`config.mk`:
```
export PLATFORM = sky130hd
export DESIGN_NAME = frame_psnr_meter
export DESIGN_NICKNAME = d
export VERILOG_FILES = /design/src/psnr_pkg.sv /design/src/frame_psnr_meter.sv /design/src/psnr_fifo.sv /design/src/psnr_front.sv /design/src/psnr_log2.sv /design/src/psnr_back.sv
export SDC_FILE = /design/constraint.sdc
export NUM_CORES = 2
export LEC_CHECK = 0
export ABC_AREA = 1
export CAP_MARGIN = 20
export CORE_ASPECT_RATIO = 0.6
export CORE_MARGIN = 10
export CORE_UTILIZATION = 30
export CTS_CLUSTER_DIAMETER = 30
export DETAILED_ROUTE_END_ITERATION = 8
export DONT_BUFFER_PORTS = 1
export PLACE_DENSITY_LB_ADDON = 0.15
export RECOVER_POWER = 25
export SYNTH_ARGS = -nofsm -noshare
export SYNTH_HDL_FRONTEND = slang
export SYNTH_HIERARCHICAL = 1
export SYNTH_SLANG_ARGS = --single-unit
```
`constraint.sdc`:
```
create_clock -name clock -period 20.1 [get_ports clock]
set_clock_uncertainty 0.15 [all_clocks]
set_input_delay 2.01 -clock clock [delete_from_list [all_inputs] [get_ports clock]]
set_output_delay 2.01 -clock clock [all_outputs]
set_load 0.005 [all_outputs]
```
`src/psnr_pkg.sv`:
```
// Package for the frame PSNR meter: field widths, register indexes and
// fixed-point constants shared by all modules but psnr_fifo. No dependencies.
`default_nettype none
package psnr_pkg;
   localparam int PIX_W     = 8;
   localparam int CSR_W     = 13;
   localparam int CSR_IDX_W = 2;
   localparam int OUT_W     = 15;
   localparam int NUM_W     = 32;
   localparam int TOTAL_W   = 48;
   localparam int LOG_FRAC  = 28;
   localparam int MANT_W    = 31;
   localparam int TLC_W     = 26;
   localparam int SQ_W      = 2 * PIX_W;

   localparam logic [CSR_IDX_W-1:0] REG_FRAME_WIDTH  = 2'd0;
   localparam logic [CSR_IDX_W-1:0] REG_FRAME_HEIGHT = 2'd1;

   localparam logic [CSR_W-1:0] FRAME_WIDTH_RESET  = 13'd1920;
   localparam logic [CSR_W-1:0] FRAME_HEIGHT_RESET = 13'd1080;

   localparam logic [SQ_W-1:0]  PEAK_SQ     = 16'd65025;
   localparam logic [TLC_W-1:0] TEN_LOG10_2 = 26'd50504453;
   localparam logic [OUT_W-1:0] OUT_MAX     = 15'h7FFF;
endpackage
`default_nettype wire

```
`src/frame_psnr_meter.sv`:
```
// Top level of the frame PSNR meter: front part, frame queue, back part and
// result queue. Depends on psnr_pkg, psnr_front, psnr_fifo and psnr_back.
//
// Pixel pairs enter on the request port (req_push/req_full) in raster order.
// The front part sums squared differences, one request per cycle when req_full
// is low. On the last sample of a frame it hands the sum and sample count to a
// two-entry queue, so pixels of the next frame keep flowing.
// The back part works on one frame at a time: two serial log2 passes (each a
// normalizing shift and 28 squarings), a multiply in states S_MUL0 and S_MUL1,
// a rounding state, an accumulate state, a bit-serial division of the 48-bit
// total by the frame count for the average, and an output state.
// A frame with no error skips the log passes, the multiply and the rounding.
// Frames faster than the back part fill the queue and req_full rises.
// Results wait in a two-entry queue (rsp_empty/rsp_pop); a stalled receiver
// stops the back part, then the front part, without loss.
// Frame size registers are written on the csr channel, which is always ready.
// Reset clears counters, queues, the error sum and the PSNR total; loads 1920x1080.
`default_nettype none
module frame_psnr_meter import psnr_pkg::*; #(
   parameter int MAX_DIM   = 4096,
   parameter int FRAC_BITS = 8
) (
   input  wire logic                 clock,
   input  wire logic                 reset,
   input  wire logic                 csr_valid,
   input  wire logic [CSR_IDX_W-1:0] csr_index,
   input  wire logic [CSR_W-1:0]     csr_data,
   output logic                      csr_ready,
   input  wire logic                 req_push,
   input  wire logic [PIX_W-1:0]     req_ref_pixel,
   input  wire logic [PIX_W-1:0]     req_test_pixel,
   output logic                      req_full,
   input  wire logic                 rsp_pop,
   output logic                      rsp_empty,
   output logic [OUT_W-1:0]          rsp_frame_psnr,
   output logic [NUM_W-1:0]          rsp_frame_number,
   output logic [OUT_W-1:0]          rsp_average_psnr
);
   localparam int CNT_W = $clog2(MAX_DIM * MAX_DIM + 1);
   localparam int SSE_W = CNT_W + SQ_W;
   localparam int FQ_W  = SSE_W + CNT_W;
   localparam int RQ_W  = 2 * OUT_W + NUM_W;

   logic             fq_push, fq_full, fq_pop, fq_empty;
   logic [SSE_W-1:0] f_sse, b_sse;
   logic [CNT_W-1:0] f_cnt, b_cnt;
   logic             rq_push, rq_full;
   logic [OUT_W-1:0] b_psnr, b_avg;
   logic [NUM_W-1:0] b_num;
   logic [RQ_W-1:0]  rq_rdata;

   psnr_front #(.MAX_DIM(MAX_DIM), .CNT_W(CNT_W), .SSE_W(SSE_W)) u_front (
      .clock          (clock),
      .reset          (reset),
      .csr_valid      (csr_valid),
      .csr_index      (csr_index),
      .csr_data       (csr_data),
      .csr_ready      (csr_ready),
      .req_push       (req_push),
      .req_ref_pixel  (req_ref_pixel),
      .req_test_pixel (req_test_pixel),
      .req_full       (req_full),
      .q_push         (fq_push),
      .q_full         (fq_full),
      .q_sse          (f_sse),
      .q_count        (f_cnt)
   );

   psnr_fifo #(.W(FQ_W), .DEPTH(2)) u_frame_q (
      .clock (clock),
      .reset (reset),
      .push  (fq_push),
      .wdata ({f_sse, f_cnt}),
      .full  (fq_full),
      .pop   (fq_pop),
      .rdata ({b_sse, b_cnt}),
      .empty (fq_empty)
   );

   psnr_back #(.CNT_W(CNT_W), .SSE_W(SSE_W), .FRAC_BITS(FRAC_BITS)) u_back (
      .clock     (clock),
      .reset     (reset),
      .q_empty   (fq_empty),
      .q_pop     (fq_pop),
      .q_sse     (b_sse),
      .q_count   (b_cnt),
      .o_full    (rq_full),
      .o_push    (rq_push),
      .o_psnr    (b_psnr),
      .o_number  (b_num),
      .o_average (b_avg)
   );

   psnr_fifo #(.W(RQ_W), .DEPTH(2)) u_rsp_q (
      .clock (clock),
      .reset (reset),
      .push  (rq_push),
      .wdata ({b_psnr, b_num, b_avg}),
      .full  (rq_full),
      .pop   (rsp_pop),
      .rdata (rq_rdata),
      .empty (rsp_empty)
   );

   assign rsp_frame_psnr   = rq_rdata[RQ_W-1 -: OUT_W];
   assign rsp_frame_number = rq_rdata[OUT_W +: NUM_W];
   assign rsp_average_psnr = rq_rdata[OUT_W-1:0];
endmodule
`default_nettype wire

```
`src/psnr_fifo.sv`:
```
// Small register queue with full and empty flags.
// Used between the front and back parts and in front of the result port.
`default_nettype none
module psnr_fifo #(
   parameter int W     = 8,
   parameter int DEPTH = 2
) (
   input  wire logic         clock,
   input  wire logic         reset,
   input  wire logic         push,
   input  wire logic [W-1:0] wdata,
   output logic              full,
   input  wire logic         pop,
   output logic [W-1:0]      rdata,
   output logic              empty
);
   localparam int PTR_W = (DEPTH > 1) ? $clog2(DEPTH) : 1;
   localparam int CNT_W = $clog2(DEPTH + 1);

   logic [W-1:0]     mem_ff [DEPTH];
   logic [PTR_W-1:0] wr_ff, wr_in, rd_ff, rd_in;
   logic [CNT_W-1:0] cnt_ff, cnt_in;
   logic             do_push, do_pop;

   assign full    = (cnt_ff == CNT_W'(DEPTH));
   assign empty   = (cnt_ff == '0);
   assign do_push = push & ~full;
   assign do_pop  = pop & ~empty;
   assign rdata   = mem_ff[rd_ff];

   always_comb begin
      wr_in  = wr_ff;
      rd_in  = rd_ff;
      cnt_in = cnt_ff;
      if (do_push) begin
         wr_in = (wr_ff == PTR_W'(DEPTH - 1)) ? '0 : wr_ff + PTR_W'(1);
      end
      if (do_pop) begin
         rd_in = (rd_ff == PTR_W'(DEPTH - 1)) ? '0 : rd_ff + PTR_W'(1);
      end
      if (do_push && !do_pop) begin
         cnt_in = cnt_ff + CNT_W'(1);
      end else if (do_pop && !do_push) begin
         cnt_in = cnt_ff - CNT_W'(1);
      end
   end

   always_ff @(posedge clock) begin
      if (reset) begin
         wr_ff  <= '0;
         rd_ff  <= '0;
         cnt_ff <= '0;
      end else begin
         wr_ff  <= wr_in;
         rd_ff  <= rd_in;
         cnt_ff <= cnt_in;
      end
   end

   always_ff @(posedge clock) begin
      if (do_push) begin
         mem_ff[wr_ff] <= wdata;
      end
   end
endmodule
`default_nettype wire

```
`src/psnr_front.sv`:
```
// Front part: frame size registers, squared error accumulation and frame end
// detection. Depends on psnr_pkg.
`default_nettype none
module psnr_front import psnr_pkg::*; #(
   parameter int MAX_DIM = 4096,
   parameter int CNT_W   = 24,
   parameter int SSE_W   = 40
) (
   input  wire logic                 clock,
   input  wire logic                 reset,
   input  wire logic                 csr_valid,
   input  wire logic [CSR_IDX_W-1:0] csr_index,
   input  wire logic [CSR_W-1:0]     csr_data,
   output logic                      csr_ready,
   input  wire logic                 req_push,
   input  wire logic [PIX_W-1:0]     req_ref_pixel,
   input  wire logic [PIX_W-1:0]     req_test_pixel,
   output logic                      req_full,
   output logic                      q_push,
   input  wire logic                 q_full,
   output logic [SSE_W-1:0]          q_sse,
   output logic [CNT_W-1:0]          q_count
);
   localparam int DIM_W = $clog2(MAX_DIM + 1);
   localparam int TOT_W = 2 * DIM_W;

   logic [CSR_W-1:0] width_ff, width_in, height_ff, height_in;
   logic [SSE_W-1:0] sse_ff, sse_in, sse_next;
   logic [CNT_W-1:0] pos_ff, pos_in, next_cnt;
   logic [DIM_W-1:0] cw, ch;
   logic [TOT_W-1:0] total;
   logic [PIX_W-1:0] diff;
   logic [SQ_W-1:0]  sq;
   logic             accept, last;

   function automatic logic [DIM_W-1:0] clamp_dim(input logic [CSR_W-1:0] v);
      logic [DIM_W-1:0] r;
      if (v == '0) begin
         r = DIM_W'(1);
      end else if (32'(v) > 32'(MAX_DIM)) begin
         r = DIM_W'(MAX_DIM);
      end else begin
         r = DIM_W'(v);
      end
      return r;
   endfunction

   assign csr_ready = 1'b1;
   assign cw        = clamp_dim(width_ff);
   assign ch        = clamp_dim(height_ff);
   assign total     = {{DIM_W{1'b0}}, cw} * {{DIM_W{1'b0}}, ch};
   assign diff      = (req_ref_pixel >= req_test_pixel) ? req_ref_pixel - req_test_pixel
                                                        : req_test_pixel - req_ref_pixel;
   assign sq        = {{PIX_W{1'b0}}, diff} * {{PIX_W{1'b0}}, diff};
   assign sse_next  = sse_ff + SSE_W'(sq);
   assign next_cnt  = pos_ff + CNT_W'(1);
   assign last      = (TOT_W'(next_cnt) >= total);
   assign accept    = req_push & ~q_full;
   assign req_full  = q_full;
   assign q_push    = accept & last;
   assign q_sse     = sse_next;
   assign q_count   = next_cnt;

   always_comb begin
      width_in  = width_ff;
      height_in = height_ff;
      sse_in    = sse_ff;
      pos_in    = pos_ff;
      if (csr_valid) begin
         case (csr_index)
            REG_FRAME_WIDTH:  width_in  = csr_data;
            REG_FRAME_HEIGHT: height_in = csr_data;
            default: ;
         endcase
      end
      if (accept) begin
         sse_in = last ? '0 : sse_next;
         pos_in = last ? '0 : next_cnt;
      end
   end

   always_ff @(posedge clock) begin
      if (reset) begin
         width_ff  <= FRAME_WIDTH_RESET;
         height_ff <= FRAME_HEIGHT_RESET;
         sse_ff    <= '0;
         pos_ff    <= '0;
      end else begin
         width_ff  <= width_in;
         height_ff <= height_in;
         sse_ff    <= sse_in;
         pos_ff    <= pos_in;
      end
   end
endmodule
`default_nettype wire

```
`src/psnr_log2.sv`:
```
// Iterative fixed-point log2: a one-bit-a-cycle normalizing shift, then one
// squaring of the mantissa per fraction bit. Depends on psnr_pkg.
`default_nettype none
module psnr_log2 import psnr_pkg::*; #(
   parameter int IN_W = 40
) (
   input  wire logic            clock,
   input  wire logic            reset,
   input  wire logic            start,
   input  wire logic [IN_W-1:0] x,
   output logic                 done,
   output logic [$clog2((IN_W > MANT_W) ? IN_W : MANT_W) + LOG_FRAC - 1:0] result
);
   localparam int NW   = (IN_W > MANT_W) ? IN_W : MANT_W;
   localparam int EW   = $clog2(NW);
   localparam int IT_W = $clog2(LOG_FRAC);
   localparam logic [1:0] L_IDLE = 2'd0;
   localparam logic [1:0] L_NORM = 2'd1;
   localparam logic [1:0] L_SQR  = 2'd2;

   logic [1:0]          state_ff, state_in;
   logic [NW-1:0]       x_ff, x_in;
   logic [EW-1:0]       e_ff, e_in;
   logic [MANT_W-1:0]   m_ff, m_in;
   logic [LOG_FRAC-1:0] f_ff, f_in;
   logic [IT_W-1:0]     it_ff, it_in;
   logic                done_ff, done_in;
   logic [2*MANT_W-1:0] prod;
   logic [MANT_W:0]     t;

   assign prod   = {{MANT_W{1'b0}}, m_ff} * {{MANT_W{1'b0}}, m_ff};
   assign t      = prod[2*MANT_W-1:MANT_W-1];
   assign done   = done_ff;
   assign result = {e_ff, f_ff};

   always_comb begin
      state_in = state_ff;
      x_in     = x_ff;
      e_in     = e_ff;
      m_in     = m_ff;
      f_in     = f_ff;
      it_in    = it_ff;
      done_in  = 1'b0;
      case (state_ff)
         L_IDLE: begin
            if (start) begin
               x_in     = NW'(x);
               e_in     = EW'(NW - 1);
               state_in = L_NORM;
            end
         end
         L_NORM: begin
            if (x_ff[NW-1]) begin
               m_in     = x_ff[NW-1 -: MANT_W];
               f_in     = '0;
               it_in    = '0;
               state_in = L_SQR;
            end else begin
               x_in = {x_ff[NW-2:0], 1'b0};
               e_in = e_ff - EW'(1);
            end
         end
         L_SQR: begin
            if (t[MANT_W]) begin
               m_in = t[MANT_W:1];
               f_in = {f_ff[LOG_FRAC-2:0], 1'b1};
            end else begin
               m_in = t[MANT_W-1:0];
               f_in = {f_ff[LOG_FRAC-2:0], 1'b0};
            end
            it_in = it_ff + IT_W'(1);
            if (it_ff == IT_W'(LOG_FRAC - 1)) begin
               done_in  = 1'b1;
               state_in = L_IDLE;
            end
         end
         default: state_in = L_IDLE;
      endcase
   end

   always_ff @(posedge clock) begin
      if (reset) begin
         state_ff <= L_IDLE;
         done_ff  <= 1'b0;
      end else begin
         state_ff <= state_in;
         done_ff  <= done_in;
      end
   end

   always_ff @(posedge clock) begin
      x_ff  <= x_in;
      e_ff  <= e_in;
      m_ff  <= m_in;
      f_ff  <= f_in;
      it_ff <= it_in;
   end
endmodule
`default_nettype wire

```
`src/psnr_back.sv`:
```
// Back part: per-frame PSNR from the log unit, scaling, frame count, running
// total and bit-serial average division. Depends on psnr_pkg and psnr_log2.
`default_nettype none
module psnr_back import psnr_pkg::*; #(
   parameter int CNT_W     = 24,
   parameter int SSE_W     = 40,
   parameter int FRAC_BITS = 8
) (
   input  wire logic             clock,
   input  wire logic             reset,
   input  wire logic             q_empty,
   output logic                  q_pop,
   input  wire logic [SSE_W-1:0] q_sse,
   input  wire logic [CNT_W-1:0] q_count,
   input  wire logic             o_full,
   output logic                  o_push,
   output logic [OUT_W-1:0]      o_psnr,
   output logic [NUM_W-1:0]      o_number,
   output logic [OUT_W-1:0]      o_average
);
   localparam int NW    = (SSE_W > MANT_W) ? SSE_W : MANT_W;
   localparam int DW    = $clog2(NW) + LOG_FRAC;
   localparam int LO_W  = (DW + 1) / 2;
   localparam int HI_W  = DW - LO_W;
   localparam int PW    = DW + TLC_W;
   localparam int SH    = 52 - FRAC_BITS;
   localparam int DC_W  = $clog2(TOTAL_W);
   localparam int ZV    = (100 << FRAC_BITS) > 32767 ? 32767 : (100 << FRAC_BITS);
   localparam logic [OUT_W-1:0] ZERO_PSNR = OUT_W'(ZV);
   localparam logic [PW:0]      HALF      = (PW + 1)'(1) << (SH - 1);

   localparam logic [3:0] S_IDLE = 4'd0;
   localparam logic [3:0] S_LOGA = 4'd1;
   localparam logic [3:0] S_LOGB = 4'd2;
   localparam logic [3:0] S_MUL0 = 4'd3;
   localparam logic [3:0] S_MUL1 = 4'd4;
   localparam logic [3:0] S_RND  = 4'd5;
   localparam logic [3:0] S_ACC  = 4'd6;
   localparam logic [3:0] S_DIV  = 4'd7;
   localparam logic [3:0] S_OUT  = 4'd8;

   logic [3:0]         state_ff, state_in;
   logic [SSE_W-1:0]   sse_ff, sse_in;
   logic [DW-1:0]      a_ff, a_in, d_ff, d_in;
   logic [PW-1:0]      acc_ff, acc_in;
   logic [OUT_W-1:0]   psnr_ff, psnr_in;
   logic [NUM_W-1:0]   frames_ff, frames_in;
   logic [TOTAL_W-1:0] total_ff, total_in;
   logic [NUM_W:0]     rem_ff, rem_in, sh_rem;
   logic [TOTAL_W-1:0] quo_ff, quo_in;
   logic [DC_W-1:0]    dcnt_ff, dcnt_in;
   logic               log_start, log_done;
   logic [SSE_W-1:0]   log_x;
   logic [DW-1:0]      log_res;
   logic [LO_W+TLC_W-1:0] lo_prod;
   logic [HI_W+TLC_W-1:0] hi_prod;
   logic [PW:0]        rnd, v;

   psnr_log2 #(.IN_W(SSE_W)) u_log2 (
      .clock  (clock),
      .reset  (reset),
      .start  (log_start),
      .x      (log_x),
      .done   (log_done),
      .result (log_res)
   );

   assign lo_prod   = {{TLC_W{1'b0}}, d_ff[LO_W-1:0]} * {{LO_W{1'b0}}, TEN_LOG10_2};
   assign hi_prod   = {{TLC_W{1'b0}}, d_ff[DW-1:LO_W]} * {{HI_W{1'b0}}, TEN_LOG10_2};
   assign rnd       = {1'b0, acc_ff} + HALF;
   assign v         = rnd >> SH;
   assign sh_rem    = {rem_ff[NUM_W-1:0], quo_ff[TOTAL_W-1]};
   assign o_psnr    = psnr_ff;
   assign o_number  = frames_ff;
   assign o_average = quo_ff[OUT_W-1:0];

   always_comb begin
      state_in  = state_ff;
      sse_in    = sse_ff;
      a_in      = a_ff;
      d_in      = d_ff;
      acc_in    = acc_ff;
      psnr_in   = psnr_ff;
      frames_in = frames_ff;
      total_in  = total_ff;
      rem_in    = rem_ff;
      quo_in    = quo_ff;
      dcnt_in   = dcnt_ff;
      q_pop     = 1'b0;
      o_push    = 1'b0;
      log_start = 1'b0;
      log_x     = {{CNT_W{1'b0}}, PEAK_SQ} * {{SQ_W{1'b0}}, q_count};
      case (state_ff)
         S_IDLE: begin
            if (!q_empty) begin
               q_pop  = 1'b1;
               sse_in = q_sse;
               if (q_sse == '0) begin
                  psnr_in  = ZERO_PSNR;
                  state_in = S_ACC;
               end else begin
                  log_start = 1'b1;
                  state_in  = S_LOGA;
               end
            end
         end
         S_LOGA: begin
            if (log_done) begin
               a_in      = log_res;
               log_start = 1'b1;
               log_x     = sse_ff;
               state_in  = S_LOGB;
            end
         end
         S_LOGB: begin
            if (log_done) begin
               d_in     = (a_ff > log_res) ? a_ff - log_res : '0;
               state_in = S_MUL0;
            end
         end
         S_MUL0: begin
            acc_in   = PW'(lo_prod);
            state_in = S_MUL1;
         end
         S_MUL1: begin
            acc_in   = acc_ff + (PW'(hi_prod) << LO_W);
            state_in = S_RND;
         end
         S_RND: begin
            psnr_in  = (v > (PW + 1)'(OUT_MAX)) ? OUT_MAX : v[OUT_W-1:0];
            state_in = S_ACC;
         end
         S_ACC: begin
            if (frames_ff != '1) begin
               frames_in = frames_ff + NUM_W'(1);
               total_in  = total_ff + TOTAL_W'(psnr_ff);
            end
            rem_in   = '0;
            quo_in   = total_in;
            dcnt_in  = '0;
            state_in = S_DIV;
         end
         S_DIV: begin
            if (sh_rem >= {1'b0, frames_ff}) begin
               rem_in = sh_rem - {1'b0, frames_ff};
               quo_in = {quo_ff[TOTAL_W-2:0], 1'b1};
            end else begin
               rem_in = sh_rem;
               quo_in = {quo_ff[TOTAL_W-2:0], 1'b0};
            end
            dcnt_in = dcnt_ff + DC_W'(1);
            if (dcnt_ff == DC_W'(TOTAL_W - 1)) begin
               state_in = S_OUT;
            end
         end
         S_OUT: begin
            if (!o_full) begin
               o_push   = 1'b1;
               state_in = S_IDLE;
            end
         end
         default: state_in = S_IDLE;
      endcase
   end

   always_ff @(posedge clock) begin
      if (reset) begin
         state_ff  <= S_IDLE;
         frames_ff <= '0;
         total_ff  <= '0;
      end else begin
         state_ff  <= state_in;
         frames_ff <= frames_in;
         total_ff  <= total_in;
      end
   end

   always_ff @(posedge clock) begin
      sse_ff  <= sse_in;
      a_ff    <= a_in;
      d_ff    <= d_in;
      acc_ff  <= acc_in;
      psnr_ff <= psnr_in;
      rem_ff  <= rem_in;
      quo_ff  <= quo_in;
      dcnt_ff <= dcnt_in;
   end
endmodule
`default_nettype wire

```
==> metrics.md <==
| Metric | Value |
|---|---|
| Outcome | `finished with violations` |
| Failing checks | `capacitance limit, slew limit` |
| Worst path required time | `20.41 ns` |
| Min-Delay Path Class | `reg2reg` |
| Die Y-Extent | `469 um` |
| GP Congestion | `0.930` |
| Largest family of logic cells by synthesized area | `adder cells` |
| Post-synthesis cell type count | `70` |
| Die W | `768 um` |
| H-tree depth | `4` |
| Routed Antenna Nets | `0` |
| Reg2Reg Depth | `32` |
| Gr ovfl total | `0` |
| WHS | `0.298 ns` |
| Worst skew pair latency | `0.88 ns` |
| Hold buffers post-CTS | `0` |
| Clock share of power | `0.375` |
| Area growth from synthesis to layout | `11.6%` |
| Worst flop-to-flop path startpoint | `u_front/width_ff[4]` |
| Antenna violations before repair | `4` |
| DRC | `0` |
| Final instance area | `0.113 mm^2` |
| Int Pwr | `5.25 mW` |
| Share of layout cells above drive strength 1 | `0.0532` |
| Area share of fa/ha/maj cells after synthesis | `0.356` |
| Yosys reg bits | `809` |
| RSZ-0062 raised after global routing | `no` |
| Standard-cell rows | `164` |
| PD cells | `78.0 mW/mm^2` |
| IO Port Bufs | `0` |
| Nets | `14700` |
| Asr flop ratio synth | `0` |
| CTS buffer count | `201` |
| Global Route Usage Sum | `0.189` |
| Syn_area_per_cell | `8.08 um^2` |
| Most frequent cells in the layout | `2902 x nand2_1, 2786 x inv_1, 1163 x fa_1, 1103 x nor2_1, 1007 x ha_1` |
| Core area | `0.334 mm^2` |
| Total clock sinks | `809` |
| Post-synth EDFFs | `620` |
| Leakage power | `56.2 nW` |
| Commonest non-fill, non-tap cell in the layout | `nand2_1` |
| Crit. Startpoint | `u_front/width_ff[4]` |
| Total of max-cap violations | `6` |
| # IOs | `101` |
| Initial Util | `0.302` |
| Cell mode on critical path | `nand2_1` |
| Crit-path max cell delay | `0.78 ns` |
| Post-Syn Instances | `12500` |
| Final setup viols | `0` |
| Worst slew pin tran | `3.26 ns` |
| CP max stage cell | `nor4_1` |
| Slew HR | `-1.17` |
| DP Wirelength | `284000 um` |
| Reg-to-reg slack, setup | `10.08 ns` |
| Syn Nets | `14700` |
| Final Cycle Share | `0.498` |
| Worst flop-to-flop path endpoint | `u_frame_q/mem_ff[1][47]` |
| Vias in the first global route | `77200` |
| Post-Route WL | `345000 um` |
| Hold_sp | `u_back/u_log2/f_ff[5]` |
| Reg power frac | `0.228` |
| Hold Fails Final Rpt | `0` |
| Drt first pass iters | `8` |
| WP data arrival | `10.32 ns` |
| Max IR drop VDD | `0.443 mV` |
| WL/cell | `20.1 um` |
| Seq/Total Area, Yosys | `0.222` |
| Largest net degree at the start of global routing | `85` |
| Initial detailed-routing violation count | `7564` |
| Die area | `0.360 mm^2` |
| Logic pwr share | `0.397` |
| Power Total | `8.78 mW` |
| Clk buf depth | `4` |
| Util after Layout | `0.337` |
| Vias/cell | `4.66` |
| Main synth FF type | `edfxtp_1` |
| Crit end category | `flop` |
| Critical Path Sink | `u_frame_q/mem_ff[1][47]` |
| Netlist Area Pre-Place | `0.101 mm^2` |
| Peak Freq | `99.8 MHz` |
| Post-Synth XOR/XNOR Area | `0.0203` |
| Final slew viol count | `258` |
| Post-synthesis mux area share | `0.0182` |
| Clock transition at path regs | `0.05 ns` |
| Vias | `79900` |
| Critical path fanouts, max | `66` |
| Cts repair resizes | `0` |
| Synth Area in Compound Gates | `0.0583` |
| Minimum clock period | `10.02 ns` |
| # Post-CTS Setup Buffers | `0` |
| Net Sw Power | `3.53 mW` |
| Setup CP Type | `reg2reg` |
| Switch share | `0.402` |
| Root Driver | `clkbuf_16` |
| Synth warnings | `6` |
| Post-Synth Simple-Gate Area | `0.207` |
| Area post-placement | `0.106 mm^2` |
| CTS tree | `built` |
| First-pass GRT wire length | `517000 um` |
| Crit path launch type | `flop` |
| Setup TNS | `0 ns` |
critical path, delay by kind of cell, from the launching register on:
family	cells	cell delay, ns
flops	1	0.30
compound gates	1	0.12
simple gates	17	4.13
fa+ha+maj	7	3.19
buf+inv	7	1.66
routing by layer:
layer | vias up | GRT usage | routed length (um)
li1 | 38900 | - | -
met1 | 38200 | 0.337 | 200000
met2 | 2636 | 0.199 | 103000
met3 | 208 | 0.0672 | 38800
met4 | 0 | 0.0208 | 3070
met5 | - | 0 | 0
metrics by stage:
step                      worst slack [ns]  instances
final                                10.08      17200
after global routing                  9.52      17100
after CTS                            10.25      17100
after detailed placement             10.29      16800
after global placement               10.43      16800
after floorplan                      10.24      12500
cell type report:
type,instances,area [um^2]
Clock buffer,231,5260
Timing Repair Buffer,76,568
Fill cell,35600,221000
Sequential cell,809,22400
Inverter,2815,10600
Tap cell,4482,5610
Multi-Input combinational cell,8599,66500
Clock inverter,134,1560
Antenna cell,6,15.0
flip-flops by register name, summed over array words and instances, names as in the netlist, 41 cells and up, named ones only:
signal and count:
u_back/quo_ff 48, u_back/total_ff 48, u_front/sse_ff 41, u_frame_q/mem_ff 132, u_back/acc_ff 43, u_back/sse_ff 41, u_back/u_log2/x_ff 41, u_rsp_q/mem_ff 124
cells by family (layout without fill, tap and decap cells):
| group | Yosys count | after routing |
|---|---|---|
| and+or+nand+nor | 5005 | 5005 |
| muxes | 130 | 130 |
| buffers and inverters | 3072 | 3256 |
| other | 1 | 7 |
| AOI/OAI and AO/OA | 1060 | 1060 |
| xor gates and xnor gates | 233 | 233 |
| adders and majority gates | 2170 | 2170 |
| DFF | 809 | 809 |
power groups by stage:
| stage | registers [mW] | clock network [mW] | logic [mW] |
|---|---|---|---|
| after detailed placement | 2.04 | 0 | 3.40 |
| after global placement | 2.04 | 0 | 3.43 |
| final | 2.01 | 3.29 | 3.48 |
| after global routing | 2.01 | 3.45 | 3.90 |
| after floorplan | 2.02 | 0 | 2.27 |
| after CTS | 2.01 | 3.36 | 3.43 |
cells in the mapped netlist, types with 7 or more instances:
| master | count | share of area |
|---|---|---|
| o21ai_1 | 21 | 0.0010 |
| buf_6 | 14 | 0.0016 |
| edfxtp_1 | 620 | 0.18 |
| o21a_1 | 17 | 0.0013 |
| xnor2_1 | 58 | 0.0050 |
| inv_1 | 2785 | 0.10 |
| mux2_4 | 100 | 0.015 |
| nor3_1 | 103 | 0.0051 |
| o21ai_0 | 308 | 0.015 |
| nand3_2 | 38 | 0.0038 |
| o211ai_1 | 16 | 0.0012 |
| dfxtp_1 | 189 | 0.038 |
| a31oi_1 | 30 | 0.0019 |
| a21boi_0 | 10 | 0.00074 |
| o21bai_1 | 47 | 0.0035 |
| xor2_1 | 174 | 0.015 |
| a21oi_1 | 517 | 0.026 |
| mux2_2 | 28 | 0.0031 |
| a21o_1 | 27 | 0.0020 |
| nand4_1 | 125 | 0.0078 |
| clkbuf_1 | 166 | 0.0062 |
| nand2_1 | 2906 | 0.11 |
| fa_1 | 1163 | 0.23 |
| ha_1 | 1007 | 0.12 |
| nor2_2 | 12 | 0.00074 |
| nor2_1 | 1109 | 0.041 |
| nand3b_1 | 51 | 0.0038 |
| nand2_2 | 24 | 0.0015 |
| inv_2 | 23 | 0.00086 |
| and2_1 | 22 | 0.0014 |
| or2_2 | 30 | 0.0019 |
| nor3b_1 | 7 | 0.00052 |
| nor2_4 | 8 | 0.00089 |
| buf_1 | 12 | 0.00045 |
| buf_4 | 21 | 0.0016 |
| nand3_1 | 502 | 0.025 |
| a22o_1 | 39 | 0.0034 |
| nor4_1 | 36 | 0.0022 |
| a211oi_1 | 8 | 0.00060 |
| buf_2 | 35 | 0.0017 |
| buf_12 | 8 | 0.0016 |
worst min path at each step:
stage	depth (start not counted)	endpoint	slack [ns]
floorplan	0	u_rsp_q/mem_ff[0][36]	0.27
global placement	0	u_back/a_ff[21]	0.31
detailed placement	0	u_back/a_ff[21]	0.32
CTS	0	u_back/a_ff[5]	0.30
global route	0	u_back/a_ff[5]	0.31
finish	0	u_back/a_ff[5]	0.30
(Power assumes the default switching activity.)
